==> src/rtl/assert_macros.svh <==
// concurrent assertion helpers
`ifndef ASSERT_MACROS_SVH
`define ASSERT_MACROS_SVH

`ifndef SYNTHESIS

`define ASSERT_CLK(label, clk, rst_n, prop) \
  label: assert property (@(posedge clk) disable iff (!rst_n) prop) \
    else $error("assertion failed");

`define ASSERT_NEVER(label, clk, rst_n, cond) \
  label: assert property (@(posedge clk) disable iff (!rst_n) !(cond)) \
    else $error("forbidden condition seen");

`else

`define ASSERT_CLK(label, clk, rst_n, prop)

`define ASSERT_NEVER(label, clk, rst_n, cond)

`endif

`endif

==> src/rtl/rc5_pkg.sv <==
package rc5_pkg;

  localparam int unsigned CapW  = 16;
  localparam int unsigned CntW  = 6;
  localparam int unsigned WordW = 13;
  localparam int unsigned BitsW = 4;
  localparam int unsigned AddrW = 8;
  localparam int unsigned KeyW  = 6;
  localparam int unsigned CfgIdxW = 2;

  localparam logic [BitsW-1:0] LastBit = 4'd12;
  localparam logic [AddrW-1:0] AddrAck = 8'hFF;

  typedef enum logic {
    CMD_EDGE = 1'b0,
    CMD_ACK  = 1'b1
  } cmd_e;

  typedef enum logic [CfgIdxW-1:0] {
    REG_SHORTEST_PULSE = 2'd0,
    REG_LONGEST_HALF   = 2'd1,
    REG_MAX_BIT        = 2'd2,
    REG_UNUSED         = 2'd3
  } reg_idx_e;

  typedef struct packed {
    logic [CapW-1:0] shortest_pulse;
    logic [CapW-1:0] longest_half;
    logic [CapW-1:0] max_bit;
  } cfg_t;

  typedef struct packed {
    logic [CapW-1:0]  last_capture;
    logic             edge_polarity;
    logic [CntW-1:0]  half_bit_count;
    logic [WordW-1:0] shift_word;
    logic [BitsW-1:0] bits_received;
    logic             pending_flag;
    logic [AddrW-1:0] held_address;
    logic [KeyW-1:0]  held_key;
    logic             held_toggle;
  } frame_state_t;

  typedef struct packed {
    logic             toggle;
    logic [KeyW-1:0]  key_code;
    logic [AddrW-1:0] device_address;
    logic             frame_done;
    logic             key_pending;
  } result_t;

endpackage

==> src/rtl/rc5_step.sv <==
module rc5_step import rc5_pkg::*; (
  input  cfg_t            cfg_i,
  input  frame_state_t    state_i,
  input  cmd_e            cmd_i,
  input  logic [CapW-1:0] capture_time_i,
  output frame_state_t    state_o,
  output result_t         result_o
);

  logic [CapW-1:0]  width;
  logic [CntW-1:0]  cnt;
  logic [CntW-1:0]  cnt_adv;
  logic [BitsW-1:0] bits_inc;
  logic [WordW-1:0] word_sh;
  logic             pol;
  logic             done;
  frame_state_t     s;

  always_comb begin
    s        = state_i;
    done     = 1'b0;
    width    = capture_time_i - state_i.last_capture;
    pol      = ~state_i.edge_polarity;
    cnt      = (width > cfg_i.max_bit) ? '0 : state_i.half_bit_count;
    cnt_adv  = (width > cfg_i.longest_half) ? cnt + 1'b1 : cnt;
    bits_inc = state_i.bits_received + 1'b1;
    word_sh  = {state_i.shift_word[WordW-2:0], pol};

    unique case (cmd_i)
      CMD_ACK: begin
        s.pending_flag = 1'b0;
        s.held_address = AddrAck;
      end
      CMD_EDGE: begin
        s.last_capture  = capture_time_i;
        s.edge_polarity = pol;
        if (cnt == '0) begin
          s.shift_word     = '0;
          s.bits_received  = '0;
          s.edge_polarity  = 1'b1;
          s.half_bit_count = CntW'(1);
        end else if (width < cfg_i.shortest_pulse) begin
          s.half_bit_count = '0;
          s.edge_polarity  = 1'b0;
        end else begin
          s.half_bit_count = cnt_adv + 1'b1;
          if (cnt_adv > CntW'(1) && !cnt_adv[0]) begin
            s.shift_word    = word_sh;
            s.bits_received = bits_inc;
            if (bits_inc > LastBit) begin
              if (!state_i.pending_flag) begin
                s.held_key     = word_sh[KeyW-1:0];
                s.held_address = AddrW'(word_sh[10:6]);
                s.held_toggle  = word_sh[11];
              end
              s.pending_flag   = 1'b1;
              done             = 1'b1;
              s.half_bit_count = '0;
              s.edge_polarity  = 1'b0;
            end
          end
        end
      end
      default: ;
    endcase
  end

  assign state_o                 = s;
  assign result_o.key_pending    = s.pending_flag;
  assign result_o.frame_done     = done;
  assign result_o.device_address = s.held_address;
  assign result_o.key_code       = s.held_key;
  assign result_o.toggle         = s.held_toggle;

endmodule

==> src/rtl/rc5_ir_frame_decoder.sv <==
// channel      | direction | tdata (low bit first)                         | tuser
// s_axis       | in        | capture_time[15:0]                            | command
// m_axis       | out       | key_pending, frame_done, device_address[7:0], | none
//              |           | key_code[5:0], toggle, zero fill to 24 bits   |
// cfg          | in        | cfg_we_i, cfg_idx_i, cfg_data_i               | none
//
// one item per cycle while m_axis_tready is high; each item passes from the input register into the result register
// the edge state updates as the item moves from the input register to the result register
// input register refills in the cycle the result register is taken, so no bubbles under flow
// reset clears control state and the decode state, thresholds return to 640/1140/2000
`include "assert_macros.svh"

module rc5_ir_frame_decoder import rc5_pkg::*; (
  input  logic               clk_i,
  input  logic               rst_ni,
  input  logic               cfg_we_i,
  input  logic [CfgIdxW-1:0] cfg_idx_i,
  input  logic [CapW-1:0]    cfg_data_i,
  input  logic               s_axis_tvalid,
  output logic               s_axis_tready,
  input  logic [15:0]        s_axis_tdata,   // capture_time
  input  logic [0:0]         s_axis_tuser,   // command
  output logic               m_axis_tvalid,
  input  logic               m_axis_tready,
  output logic [23:0]        m_axis_tdata    // key_pending, frame_done, device_address,
                                             // key_code, toggle, zeros
);

  cfg_t            cfg_q;
  frame_state_t    state_q, state_d;
  result_t         res_q, res_d;
  logic            in_valid_q, out_valid_q;
  cmd_e            cmd_q;
  logic [CapW-1:0] cap_q;
  logic            advance;
  logic            in_fire;

  assign advance       = in_valid_q && (!out_valid_q || m_axis_tready);
  assign s_axis_tready = !in_valid_q || advance;
  assign in_fire       = s_axis_tvalid && s_axis_tready;

  always_ff @(posedge clk_i or negedge rst_ni) begin
    if (!rst_ni) begin
      cfg_q.shortest_pulse <= 16'd640;
      cfg_q.longest_half   <= 16'd1140;
      cfg_q.max_bit        <= 16'd2000;
    end else if (cfg_we_i) begin
      unique case (reg_idx_e'(cfg_idx_i))
        REG_SHORTEST_PULSE: cfg_q.shortest_pulse <= cfg_data_i;
        REG_LONGEST_HALF:   cfg_q.longest_half   <= cfg_data_i;
        REG_MAX_BIT:        cfg_q.max_bit        <= cfg_data_i;
        default: ;
      endcase
    end
  end

  // input register
  always_ff @(posedge clk_i or negedge rst_ni) begin
    if (!rst_ni) begin
      in_valid_q <= 1'b0;
    end else if (s_axis_tready) begin
      in_valid_q <= s_axis_tvalid;
    end
  end

  always_ff @(posedge clk_i) begin
    if (in_fire) begin
      cmd_q <= cmd_e'(s_axis_tuser[0]);
      cap_q <= s_axis_tdata;
    end
  end

  rc5_step u_step (
    .cfg_i          (cfg_q),
    .state_i        (state_q),
    .cmd_i          (cmd_q),
    .capture_time_i (cap_q),
    .state_o        (state_d),
    .result_o       (res_d)
  );

  always_ff @(posedge clk_i or negedge rst_ni) begin
    if (!rst_ni) begin
      state_q <= '0;
    end else if (advance) begin
      state_q <= state_d;
    end
  end

  // result register
  always_ff @(posedge clk_i or negedge rst_ni) begin
    if (!rst_ni) begin
      out_valid_q <= 1'b0;
    end else if (advance) begin
      out_valid_q <= 1'b1;
    end else if (m_axis_tready) begin
      out_valid_q <= 1'b0;
    end
  end

  always_ff @(posedge clk_i) begin
    if (advance) begin
      res_q <= res_d;
    end
  end

  assign m_axis_tvalid = out_valid_q;
  assign m_axis_tdata  = {7'd0, res_q};

  `ASSERT_CLK(a_done_sets_pending, clk_i, rst_ni,
    (out_valid_q && res_q.frame_done) |-> res_q.key_pending)
  `ASSERT_CLK(a_pending_from_edge, clk_i, rst_ni,
    $rose(state_q.pending_flag) |-> $past(advance && cmd_q == CMD_EDGE))
  `ASSERT_CLK(a_result_from_input, clk_i, rst_ni,
    (out_valid_q && !$past(out_valid_q)) |-> $past(in_valid_q))
  `ASSERT_NEVER(a_bit_count_range, clk_i, rst_ni,
    state_q.bits_received > (LastBit + 4'd1))

endmodule
==> config.mk <==
export PLATFORM = sky130hd
export DESIGN_NAME = rc5_ir_frame_decoder
export DESIGN_NICKNAME = d
export VERILOG_FILES = /design/src/rtl/rc5_pkg.sv /design/src/rtl/rc5_step.sv /design/src/rtl/rc5_ir_frame_decoder.sv
export VERILOG_INCLUDE_DIRS = /design/src /design/src/rtl
export SDC_FILE = /design/constraint.sdc
export NUM_CORES = 1
export LEC_CHECK = 0
export ABC_AREA = 1
export BUFFER_PORTS_ARGS = -buffer_cell sky130_fd_sc_hd__buf_2
export CORE_ASPECT_RATIO = 0.8
export CORE_MARGIN = 2
export CORE_UTILIZATION = 27
export CTS_CLUSTER_DIAMETER = 100
export DETAILED_ROUTE_END_ITERATION = 6
export SKIP_CTS_REPAIR_TIMING = 1
export SLEW_MARGIN = 30
export SYNTH_ARGS = -nofsm -noshare
export SYNTH_HDL_FRONTEND = slang
export SYNTH_SLANG_ARGS = --single-unit
==> constraint.sdc <==
create_clock -name clk_i -period 5.5 [get_ports clk_i]
set_input_delay 0.55 -clock clk_i [delete_from_list [all_inputs] [get_ports clk_i]]
set_output_delay 0.55 -clock clk_i [all_outputs]
set_load 0.01 [all_outputs]
==> impl_metrics.yaml <==
setup_path:
  critPathMaxStageDelay_ns: 0.39
  path_max_fanout: 7
  cp-end-kind: "flip-flop"
  crit_required_ns: 5.68
  start_kind: "flip-flop"
  crit_type: "reg2reg"
  crit_path_frequent_cell: "inv_1"
  worstPathArrival_ns: 5.39
  slowest_stage: "fa_2"
yosys:
  syn-cell-area_sq_um: 7660
  synth_area_leaders: "dfrtp_1 (30%), edfxtp_1 (13%), ha_1 (11%)"
  syn_area_per_cell_sq_um: 8.96
  synth.distinct_cells: 47
  seq_area_frac_synth: 0.475
  netlist_instances: 855
  synth_edf_count: 34
  synthArstFlopShare: 0.754
  synthFlopType: "dfrtp_1"
  synth_seq_cells: 138
  yosysTopAreaCell: "dfrtp_1"
  ys_warn_count: 0
  yosysTopAreaCellShare: 0.297
clocking:
  cts_buffers: 17
  insertion_delay_ns: 0.43
  cts.path.max_buffers: 2
  cts_tree: "done"
  path_clk_slew_ns: 0.06
  cts_root_buf: "clkbuf_16"
  htreeDepth: 4
  cts.sinks: 138
placement:
  dp_slack_ns: -0.0667
  io_buffers: 58
  gp_congestion: 0.847
  hpwl_mm: 12.3
cells_and_area:
  layout-drive-gt1-share: 0.196
  fillers: 2910
  layout_commonest_cell: "nand2_1"
  multi_input_area_sq_um: 3510
  n_antenna_cell: 0
  fin_nets: 1037
  layout_common_cells: "nand2_1 (190), inv_1 (134), dfrtp_1 (91), o21ai_0 (72), ha_1 (65)"
  seqCellArea_sq_um: 3640
  syn_to_final_growth_pct: 20.1
timing:
  hold_slack_ns: 0.180
  relSlewSlack: 0.455
  max_freq_mhz: 192
  tns_ns: 0
  period_needed_ns: 5.20
  finalHoldViolations: 0
  tightest_slew_ns: 0.816
  fin_ws_ns: 0.298
  slew_viol_final: 0
  min_period_over_period: 0.946
  skew_ns: 0.00884
  setup_viol: 0
global_route:
  grt_pass1_wl_mm: 28.6
  grt_usage: 0.122
  grt_pass1_vias: 5663
  grt_max_degree: 54
  gr-total-overflow: 0
  antenna_found_initial: 0
drt:
  drt-total-wl_mm: 17.0
  routed_via_density: 4.39
  ant_nets: 0
  vias: 5747
  drtPass1Iterations: 5
  dr.first_iter.drc_count: 363
  drc: 0
  wl_per_cell_um: 12.9
worst_hold_path:
  min_path_type: "in2async"
die:
  die_h_um: 155
  die_area_sq_um: 29700
  chipWidth_um: 192
  start_util: 0.273
  pin_count: 66
  row_count: 55
  core-area_sq_um: 28100
pwr:
  power_density_nw_per_um2: 535
  power_leakage_nw: 4.38
  irDropWorstVdd_mv: 0.310
run_status:
  status: "complete, no violations"
job:
  drv_cap: 0
report_power, final:
part           switching (mW)  total, mW  internal (mW)
registers              0.0907       1.32           1.23
clock network           0.484       1.25          0.770
logic                    1.43       2.35          0.915
Yosys cell counts (6+ instances only):
cell type	number
inv_1	134
ha_1	69
dfstp_2	13
nand3_1	36
and2_1	7
nand2_1	193
o21ai_1	6
dfrtp_1	91
xor2_1	11
xnor2_1	10
clkbuf_1	16
o21ai_0	75
a21oi_1	38
o22ai_1	11
buf_4	8
nor2_1	28
nand4_1	11
edfxtp_1	34
o21bai_2	7
nand2_2	9
final cells by class:
class                   count  share of cell area
repair buffers             74              0.0463
multi-input cells         557               0.381
flip-flops and latches    138               0.396
inverters                 139              0.0569
clock buffers              17              0.0463
clock inverters            15              0.0231
well taps                 370              0.0503
routing by layer:
layer | global-route usage | up-vias | part of all wire
met5 | 0 | - | 0
met4 | 0.0349 | 0 | 0.012
met3 | 0.0268 | 17 | 0.038
met2 | 0.191 | 102 | 0.45
met1 | 0.168 | 2708 | 0.50
li1 | - | 2920 | -
flip-flops by register name, summed over array words and instances, names as in the netlist:
| name | count |
|---|---|
| cmd_q | 1 |
| m_axis_tdata | 17 |
| cfg_q | 48 |
| state_q | 54 |
| m_axis_tvalid | 1 |
| cap_q | 16 |
| in_valid_q | 1 |
cell families after synthesis:
group	synth area share
DFF	0.475
AOI/OAI and AO/OA	0.115
adders and majority gates	0.115
other	0.000490
and+or+nand+nor	0.179
xor gates and xnor gates	0.0276
buffers and inverters	0.0874
worst max-delay path: cells and delay by family (launching register included):
| kind | cells | cell delay (ns) |
|---|---|---|
| xor+xnor | 1 | 0.14 |
| simple gates | 15 | 1.61 |
| buf+inv | 5 | 0.40 |
| compound gates | 7 | 1.08 |
| fa+ha+maj | 5 | 1.34 |
| flops | 1 | 0.38 |
worst paths after layout:
kind / start / to / slack (ns) / depth (start not counted)
min in group clk_i: s_axis_tdata[9] / cap_q[9] / 0.30 / 1
max in group asynchronous: rst_ni / state_q[17] / 4.17 / 2
worst max-delay path: state_q[40] / m_axis_tdata[10] / 0.30 / 33
worst min register to register: state_q[3] / state_q[3] / 0.47 / 2
worst max register to register: state_q[40] / m_axis_tdata[10] / 0.30 / 33
worst min-delay path: rst_ni / state_q[9] / 0.18 / 1
stage by stage:
step                cells   util  power (mW)  cell area (sq um)
global placement     1269  0.297        3.50               8340
floorplan             861      -        3.03               7680
CTS                  1301  0.320        4.84               8990
finish               1310  0.328        4.92               9200
detailed placement   1269  0.297        3.56               8350
global route         1310  0.328        5.36               9200
No activity file was read; power rests on OpenSTA's default activity.
